--- src/design/rrs_pkg.sv ---
// ---------------------------------------------------------------------------
// rrs_pkg
// Shared types and codes for the round-robin ready-slot scheduler.
// ---------------------------------------------------------------------------
package rrs_pkg;

    localparam int SLOTS_DEFAULT = 16;

    localparam int TID_W = 8;   // thread identifier
    localparam int TST_W = 2;   // thread state
    localparam int RC_W  = 5;   // ready count as reported on the result beat

    // command codes
    localparam logic CMD_SET_READY  = 1'b0;
    localparam logic CMD_RESCHEDULE = 1'b1;

    // thread state codes
    localparam logic [TST_W-1:0] TSTATE_RUNNING = 2'd0;
    localparam logic [TST_W-1:0] TSTATE_READY   = 2'd1;
    localparam logic [TST_W-1:0] TSTATE_BLOCKED = 2'd2;
    localparam logic [TST_W-1:0] TSTATE_ZOMBIE  = 2'd3;

    typedef enum logic [1:0] {
        S_IDLE,
        S_INSERT,
        S_POP,
        S_RESULT
    } state_t;

    // strobes from the sequencer to the slot table
    typedef struct packed {
        logic set_used;   // claim the probed slot and store the thread id
        logic clr_used;   // free the probed slot and read its thread id
    } tbl_ctl_t;

endpackage

--- src/design/rrs_slot_table.sv ---
// ---------------------------------------------------------------------------
// rrs_slot_table
// Used bits in flip-flops and a thread-id memory, probed one slot a cycle.
// ---------------------------------------------------------------------------
module rrs_slot_table #(
    parameter int SLOTS = rrs_pkg::SLOTS_DEFAULT,
    parameter int IDX_W = $clog2(SLOTS)
) (
    input  logic                       aclk,
    input  logic                       aresetn,
    input  rrs_pkg::tbl_ctl_t          ctl,
    input  logic [IDX_W-1:0]           idx,
    input  logic [rrs_pkg::TID_W-1:0]  wr_thread,
    output logic                       used_at_idx,
    output logic [rrs_pkg::TID_W-1:0]  rd_thread
);
    import rrs_pkg::*;

    logic [SLOTS-1:0] used_reg;
    logic [TID_W-1:0] slot_thread_mem [SLOTS];
    logic [TID_W-1:0] rd_thread_reg;

    always_ff @(posedge aclk) begin
        if (!aresetn) begin
            used_reg <= '0;
        end else if (ctl.set_used) begin
            used_reg[idx] <= 1'b1;
        end else if (ctl.clr_used) begin
            used_reg[idx] <= 1'b0;
        end
    end

    always_ff @(posedge aclk) begin
        if (ctl.set_used) begin
            slot_thread_mem[idx] <= wr_thread;
        end
    end

    // read on pop; the word holds until the next pop
    always_ff @(posedge aclk) begin
        if (ctl.clr_used) begin
            rd_thread_reg <= slot_thread_mem[idx];
        end
    end

    assign used_at_idx = used_reg[idx];
    assign rd_thread   = rd_thread_reg;

endmodule

--- src/design/round_robin_ready_slot_scheduler.sv ---
// ---------------------------------------------------------------------------
// round_robin_ready_slot_scheduler
// Ready table of SLOTS thread slots with lowest-free insertion and
// round-robin pop from a rotating scan pointer.
// ---------------------------------------------------------------------------
// One command beat in, one result beat out. A set-ready beat stores its thread
// in the lowest free slot unless the thread is already ready or the table is
// full. A reschedule beat first re-inserts the current thread (unless blocked
// or a zombie), then frees the first used slot at or after the scan pointer,
// wrapping, and returns its thread. The block takes one command at a time:
// s_tready is high only while no command is in progress. A single probe of
// the used-bit vector and the thread-id memory each cycle sets the timing.
// From the accepting edge, the insert scan, when it runs, probes up from
// slot 0 to the lowest free slot f, and the pop scan, when the table is not
// empty, probes on from the scan pointer to the first used slot, wrapping;
// the result beat is offered on the following cycle. An insert at slot f
// leaves slots 0 to f used, so the pop that follows it wraps no further
// than slot 0. No clearing pass is needed after reset: only the used bits
// are cleared, and thread ids are read only from used slots.
// ---------------------------------------------------------------------------
module round_robin_ready_slot_scheduler #(
    parameter int SLOTS = rrs_pkg::SLOTS_DEFAULT
) (
    input  logic        aclk,
    input  logic        aresetn,

    input  logic        s_tvalid,
    output logic        s_tready,
    input  logic [15:0] s_tdata,    // [7:0] thread_id, [9:8] thread_state, [15:10] zero
    input  logic [0:0]  s_tuser,    // [0] cmd

    output logic        m_tvalid,
    input  logic        m_tready,
    output logic [15:0] m_tdata     // [0] accepted, [1] next_valid, [9:2] next_thread,
                                    // [14:10] ready_count, [15] zero
);
    import rrs_pkg::*;

    localparam int IDX_W = $clog2(SLOTS);
    localparam int CNT_W = $clog2(SLOTS + 1);
    localparam logic [IDX_W-1:0] LAST_IDX   = IDX_W'(SLOTS - 1);
    localparam logic [CNT_W-1:0] FULL_COUNT = CNT_W'(SLOTS);

    // step the probe index round the table
    function automatic logic [IDX_W-1:0] wrap_inc(input logic [IDX_W-1:0] i);
        wrap_inc = (i == LAST_IDX) ? '0 : i + 1'b1;
    endfunction

    state_t           state_reg, state_next;
    logic [IDX_W-1:0] idx_reg, idx_next;
    logic [IDX_W-1:0] scan_ptr_reg, scan_ptr_next;
    logic [CNT_W-1:0] count_reg, count_next;
    logic             cmd_reg, cmd_next;
    logic [TID_W-1:0] tid_reg, tid_next;
    logic             accepted_reg, accepted_next;
    logic             valid_reg, valid_next;

    tbl_ctl_t         tbl_ctl;
    logic             used_at_idx;
    logic [TID_W-1:0] rd_thread;

    logic             s_fire;
    logic             in_cmd;
    logic [TID_W-1:0] in_tid;
    logic [TST_W-1:0] in_state;
    logic             ins_req;
    logic             full;

    assign in_cmd   = s_tuser[0];
    assign in_tid   = s_tdata[7:0];
    assign in_state = s_tdata[9:8];
    assign s_fire   = s_tvalid && s_tready;
    assign full     = (count_reg == FULL_COUNT);

    // insertion wanted: set-ready of a thread not yet ready, or reschedule of a
    // thread that may still run
    always_comb begin
        if (in_cmd == CMD_SET_READY) begin
            ins_req = (in_state != TSTATE_READY);
        end else begin
            ins_req = (in_state != TSTATE_BLOCKED) && (in_state != TSTATE_ZOMBIE);
        end
    end

    rrs_slot_table #(
        .SLOTS (SLOTS),
        .IDX_W (IDX_W)
    ) u_table (
        .aclk        (aclk),
        .aresetn     (aresetn),
        .ctl         (tbl_ctl),
        .idx         (idx_reg),
        .wr_thread   (tid_reg),
        .used_at_idx (used_at_idx),
        .rd_thread   (rd_thread)
    );

    // next state
    always_comb begin
        state_next = state_reg;
        unique case (state_reg)
            S_IDLE: begin
                if (s_fire) begin
                    if (ins_req && !full) begin
                        state_next = S_INSERT;
                    end else if (in_cmd == CMD_RESCHEDULE && count_reg != '0) begin
                        state_next = S_POP;
                    end else begin
                        state_next = S_RESULT;
                    end
                end
            end
            S_INSERT: begin
                // a free slot always exists here, so the scan ends
                if (!used_at_idx) begin
                    state_next = (cmd_reg == CMD_RESCHEDULE) ? S_POP : S_RESULT;
                end
            end
            S_POP: begin
                if (used_at_idx) begin
                    state_next = S_RESULT;
                end
            end
            S_RESULT: begin
                if (m_tready) begin
                    state_next = S_IDLE;
                end
            end
            default: state_next = S_IDLE;
        endcase
    end

    // datapath and table strobes
    always_comb begin
        idx_next      = idx_reg;
        scan_ptr_next = scan_ptr_reg;
        count_next    = count_reg;
        cmd_next      = cmd_reg;
        tid_next      = tid_reg;
        accepted_next = accepted_reg;
        valid_next    = valid_reg;
        tbl_ctl       = '0;
        unique case (state_reg)
            S_IDLE: begin
                if (s_fire) begin
                    cmd_next      = in_cmd;
                    tid_next      = in_tid;
                    accepted_next = 1'b0;
                    valid_next    = 1'b0;
                    // insert scans from slot zero, pop from the scan pointer
                    idx_next      = (ins_req && !full) ? '0 : scan_ptr_reg;
                end
            end
            S_INSERT: begin
                if (!used_at_idx) begin
                    tbl_ctl.set_used = 1'b1;
                    count_next       = count_reg + 1'b1;
                    accepted_next    = 1'b1;
                    idx_next         = scan_ptr_reg;
                end else begin
                    idx_next = wrap_inc(idx_reg);
                end
            end
            S_POP: begin
                if (used_at_idx) begin
                    tbl_ctl.clr_used = 1'b1;
                    count_next       = count_reg - 1'b1;
                    valid_next       = 1'b1;
                    scan_ptr_next    = wrap_inc(idx_reg);
                end else begin
                    idx_next = wrap_inc(idx_reg);
                end
            end
            S_RESULT: begin
                // hold the result until the beat is taken
            end
            default: begin
            end
        endcase
    end

    always_ff @(posedge aclk) begin
        if (!aresetn) begin
            state_reg    <= S_IDLE;
            scan_ptr_reg <= '0;
            count_reg    <= '0;
        end else begin
            state_reg    <= state_next;
            scan_ptr_reg <= scan_ptr_next;
            count_reg    <= count_next;
        end
    end

    // payload registers: no reset
    always_ff @(posedge aclk) begin
        idx_reg      <= idx_next;
        cmd_reg      <= cmd_next;
        tid_reg      <= tid_next;
        accepted_reg <= accepted_next;
        valid_reg    <= valid_next;
    end

    assign s_tready = (state_reg == S_IDLE);
    assign m_tvalid = (state_reg == S_RESULT);

    // drop the stale memory word when nothing was popped
    assign m_tdata = {1'b0,
                      RC_W'(count_reg),
                      valid_reg ? rd_thread : {TID_W{1'b0}},
                      valid_reg,
                      accepted_reg};

`ifndef NO_ASSERTIONS
    a_count_bound: assert property (@(posedge aclk) disable iff (!aresetn)
        count_reg <= FULL_COUNT)
        else $error("ready count above table size");

    a_pop_nonempty: assert property (@(posedge aclk) disable iff (!aresetn)
        (state_reg == S_POP) |-> (count_reg != '0))
        else $error("pop scan running on an empty table");

    a_insert_not_full: assert property (@(posedge aclk) disable iff (!aresetn)
        (state_reg == S_INSERT) |-> !full)
        else $error("insert scan running on a full table");

    a_pop_decrements: assert property (@(posedge aclk) disable iff (!aresetn)
        tbl_ctl.clr_used |=> (count_reg == $past(count_reg) - 1'b1) && valid_reg)
        else $error("pop did not release one slot");

    a_one_side: assert property (@(posedge aclk) disable iff (!aresetn)
        !(s_tready && m_tvalid))
        else $error("command accepted while a result beat is pending");
`endif

endmodule
--- config.mk ---
export PLATFORM = sky130hd
export DESIGN_NAME = round_robin_ready_slot_scheduler
export DESIGN_NICKNAME = d
export VERILOG_FILES = /design/src/design/rrs_pkg.sv /design/src/design/rrs_slot_table.sv /design/src/design/round_robin_ready_slot_scheduler.sv
export SDC_FILE = /design/constraint.sdc
export NUM_CORES = 1
export LEC_CHECK = 0
export BUFFER_PORTS_ARGS = -buffer_cell sky130_fd_sc_hd__buf_2
export CAP_MARGIN = 20
export CORE_ASPECT_RATIO = 1.1
export CORE_MARGIN = 3
export CORE_UTILIZATION = 55
export DETAILED_ROUTE_END_ITERATION = 8
export PLACE_DENSITY = 0.85
export SLEW_MARGIN = 5
export SYNTH_ARGS = -nofsm -noshare
export SYNTH_HDL_FRONTEND = slang
export SYNTH_HIERARCHICAL = 1
export SYNTH_SLANG_ARGS = --single-unit
--- constraint.sdc ---
create_clock -name aclk -period 7.7 [get_ports aclk]
set_clock_uncertainty 0.15 [all_clocks]
set_input_delay 0.77 -clock aclk [delete_from_list [all_inputs] [get_ports aclk]]
set_output_delay 0.77 -clock aclk [all_outputs]
set_load 0.02 [all_outputs]
==> impl_summary.md <==
Logic synthesis
The number of distinct standard cells referenced by the synthesized netlist is 49. The share of the Yosys chip area taken by registers is 0.6905. The cell taking the most area after synthesis is sky130_fd_sc_hd__edfxtp_1.

The share of flip-flops with an asynchronous set or reset is 0. The total nets after synthesis is 463. The mean cell area of the mapped netlist is 17.05 sq um. The cell count after synthesis came out at 431. The most frequent cell after synthesis is sky130_fd_sc_hd__edfxtp_1.

The synthesized design contains 151 enable-type register cells. Ranked by instance count, the synthesized netlist is headed by sky130_fd_sc_hd__edfxtp_1 (151), sky130_fd_sc_hd__o21a_1 (35), sky130_fd_sc_hd__dfxtp_1 (27). Yosys attributes the largest share of cell area to sky130_fd_sc_hd__edfxtp_1 (62%), sky130_fd_sc_hd__mux4_2 (8.0%), sky130_fd_sc_hd__dfxtp_1 (7.4%). The top cell type's share of synthesized area is 0.6170. The area of the mapped netlist is 7350 sq um.

The most common flop cell mapped by yosys is sky130_fd_sc_hd__edfxtp_1. During synthesis, Yosys emitted a total of 6 warnings. Counting flops and latches in the post-synthesis netlist gives 178.

Min path
The path category of the worst min-delay check is reg2reg.

Clock tree
The clock transition at the registers of the reported paths is 60 ps. The number of H-tree branching levels is 4. Buffers inserted to repair hold after CTS numbered 0. The CTS buffer count is 17. The later-pin clock latency in the skew report is 420 ps.

Counting every sink on the clock net gives 178. After clock tree synthesis, the setup repair step added 0 buffers. The buffer levels on the longest clock path is 2. CTS placed an instance of sky130_fd_sc_hd__clkbuf_16 at the clock tree root. In this run, post-CTS repair resized a total of 0 instances. The CTS tree is yes.

Routing
Dividing the detail-routed via count by the number of cells gives 6.165. The remaining antenna violation count after routing is 0. The average wire per standard cell is 21.50 um. The routed design has 13.57 mm of wire. For this block, the via count after detailed routing is 3890.

After detailed routing, the number of remaining DRC violations is 0. The number of iterations in the first detailed-routing pass is 5. The iteration-0 DRC count of the detailed router is 322.

STA
The final total negative setup slack is 0 ps. The clock period could shrink to 3982 ps. For the pin with the worst max-slew slack, the measured transition is 1051 ps.

The peak clock frequency supported by timing is 0.2511 GHz. Setup repair after global routing left no endpoint under its margin. Headroom to the max-slew limit came out at 0.2966. In the finished design, the share of the clock period the worst path needs comes to 0.5172. The final count of pins violating max slew came to 0. Setup violations remaining at the end of the flow were counted as 0. The total count of hold-check failures in the final report is 0.

Global route
For this run, the total global-route usage over all layers was measured as 0.2009. The via count of the first global-routing pass is 3968. The largest net degree at the start of global routing is 49. The total overflow reported by the global router is 0. The initial antenna violation count was 0. The wire length of the first global-routing pass is 21.98 mm.

Critical path
The arrival time at the worst endpoint is 3880 ps. The highest net fanout along the worst path is 48. Counting both buffers and inverters, the worst setup path holds a total of 1. The kind of critical path is reg2reg. The worst setup path is captured at a flop. On the critical path the largest part of the delay comes from simple AND/OR/NAND/NOR gates.

The slowest library cell on the worst path is sky130_fd_sc_hd__nor2_1. Traced cell by cell, the critical path runs through buf_4 -> mux4_2 -> a22oi_1 -> nand2_1 -> nor2b_1 -> or3b_1 -> nor2_1. For this run, the slowest stage of the critical path takes 690 ps. The required time at the endpoint of the critical path is 7590 ps.

The startpoint kind of the worst setup timing path is a flop.

Floorplanning
The area of the die is 14790 sq um. The starting density of the core is 0.5716. The area of the placeable core is 12860 sq um. The die outline width is 116.2 um. The die boundary height is 127.2 um. The top-level I/O count is 39. The number of core rows is 43.

Power
In this run the static leakage power is 2.761 nW. VDD sags by at most 0.2200 mV. The power density of the placed cells is 332.3 nW/um^2.

Run
The max-cap violation count is 0.

Status
The run finished with clean final reports.

Final layout
In the final layout, the share of cells above drive strength 1 is 0.2025. The growth of design area from synthesis to finish is 10.90%. After filler insertion, the fill cell instance count of the layout stands at 853. The count of nets after finishing is 493.

At the end of the flow the core is filled with cells to 0.6338. The register with the most flip-flops in the layout has 128 of them. The number of antenna diodes in the final layout is 0.

Place
The last weighted congestion value of the routability-driven placer is 0.8187. The HPWL after detailed placement is 8.440 mm. Port buffering added 31 buffers.
layout make-up:
cell class / instances / area [sq um] / share of cell area
Sequential cell: 178 / 5075 / 0.6227
Clock inverter: 15 / 135.1 / 0.01658
Timing Repair Buffer: 33 / 170.2 / 0.02088
Multi-Input combinational cell: 225 / 2126 / 0.2608
Clock buffer: 17 / 425.4 / 0.05220
Tap cell: 157 / 196.4 / 0.02410
Inverter: 6 / 22.52 / 0.002763
power breakdown:
group,internal (mW),switching (mW),leakage [nW],total (mW)
combinational,0.274,0.379,0.906,0.653
sequential,1.17,0.0766,1.59,1.25
clock,0.448,0.360,0.263,0.808
total,1.89,0.815,2.76,2.71
final timing paths:
path,depth (start not counted),startpoint,end,slack [ps]
setup / recovery,7,idx_reg[0],u_table/slot_thread_mem[12][0],3720
hold / removal,2,scan_ptr_reg[0],scan_ptr_reg[0],320
setup reg to reg,7,idx_reg[0],u_table/slot_thread_mem[12][0],3720
hold reg to reg,2,scan_ptr_reg[0],scan_ptr_reg[0],320
through the flow:
step / hold slack (ps) / area [sq um] / worst slack [ps] / power, mW / instances
after floorplan: 293.2 / 7350 / 4605 / 1.763 / 431
after global placement: 305.1 / 7590 / 3759 / 1.886 / 599
after detailed placement: 312.7 / 7590 / 3733 / 1.919 / 599
after CTS: 321.4 / 8150 / 3713 / 2.731 / 631
after global routing: 340.1 / 8150 / 3439 / 2.843 / 631
final: 318.3 / 8150 / 3718 / 2.708 / 631
worst register-to-register path: cells and delay by family, from the launching register on:
kind	cells	cell delay [ps]
multiplexers	1	610
AO/OA/AOI/OAI	1	250
buffers and inverters	1	620
AND/OR/NAND/NOR	4	1660
flip-flops	1	320
placed cells by master, fill, tap and decap left out, types with 2 or more instances in the layout:
cell type / instances
sky130_fd_sc_hd__a211oi_1: 2
sky130_fd_sc_hd__a21boi_0: 3
sky130_fd_sc_hd__a22oi_1: 21
sky130_fd_sc_hd__a31o_1: 2
sky130_fd_sc_hd__a31oi_1: 3
sky130_fd_sc_hd__and2_1: 11
sky130_fd_sc_hd__buf_2: 31
sky130_fd_sc_hd__buf_4: 2
sky130_fd_sc_hd__clkbuf_16: 17
sky130_fd_sc_hd__clkinv_2: 3
sky130_fd_sc_hd__clkinvlp_4: 5
sky130_fd_sc_hd__dfxtp_1: 27
sky130_fd_sc_hd__edfxtp_1: 151
sky130_fd_sc_hd__ha_1: 10
sky130_fd_sc_hd__inv_1: 6
sky130_fd_sc_hd__inv_6: 2
sky130_fd_sc_hd__inv_8: 2
sky130_fd_sc_hd__mux4_1: 10
sky130_fd_sc_hd__mux4_2: 26
sky130_fd_sc_hd__nand2_1: 19
sky130_fd_sc_hd__nand2b_1: 4
sky130_fd_sc_hd__nand3_1: 2
sky130_fd_sc_hd__nand3b_1: 4
sky130_fd_sc_hd__nor2_1: 26
sky130_fd_sc_hd__nor2b_1: 10
sky130_fd_sc_hd__nor3_1: 4
sky130_fd_sc_hd__nor3b_1: 2
sky130_fd_sc_hd__o211a_1: 2
sky130_fd_sc_hd__o211ai_1: 2
sky130_fd_sc_hd__o21a_1: 35
sky130_fd_sc_hd__o21ai_0: 3
sky130_fd_sc_hd__o22ai_1: 2
sky130_fd_sc_hd__or3b_1: 2
sky130_fd_sc_hd__xnor2_1: 3
routing by layer:
layer  up-vias  GRT usage  share of wire
li1       1773          -              -
met1      1940     0.2754           0.41
met2       151     0.3189           0.51
met3        26    0.04169          0.057
met4         0    0.07782          0.022
met5         -          0              0
kinds of logic (layout without fill, tap and decap cells):
group                    Yosys count  in the layout  share of synthesized area
AO/OA/AOI/OAI                     81             81                    0.08257
adder cells (fa/ha/maj)           11             11                    0.01975
multiplexers                      38             38                     0.1183
XOR/XNOR                           3              3                   0.003576
flip-flops                       178            178                     0.6905
buffers and inverters             28             71                    0.02026
AND/OR/NAND/NOR                   91             91                    0.06452
other                              1              1                  0.0005102
Power figures use the tool's default switching activity.
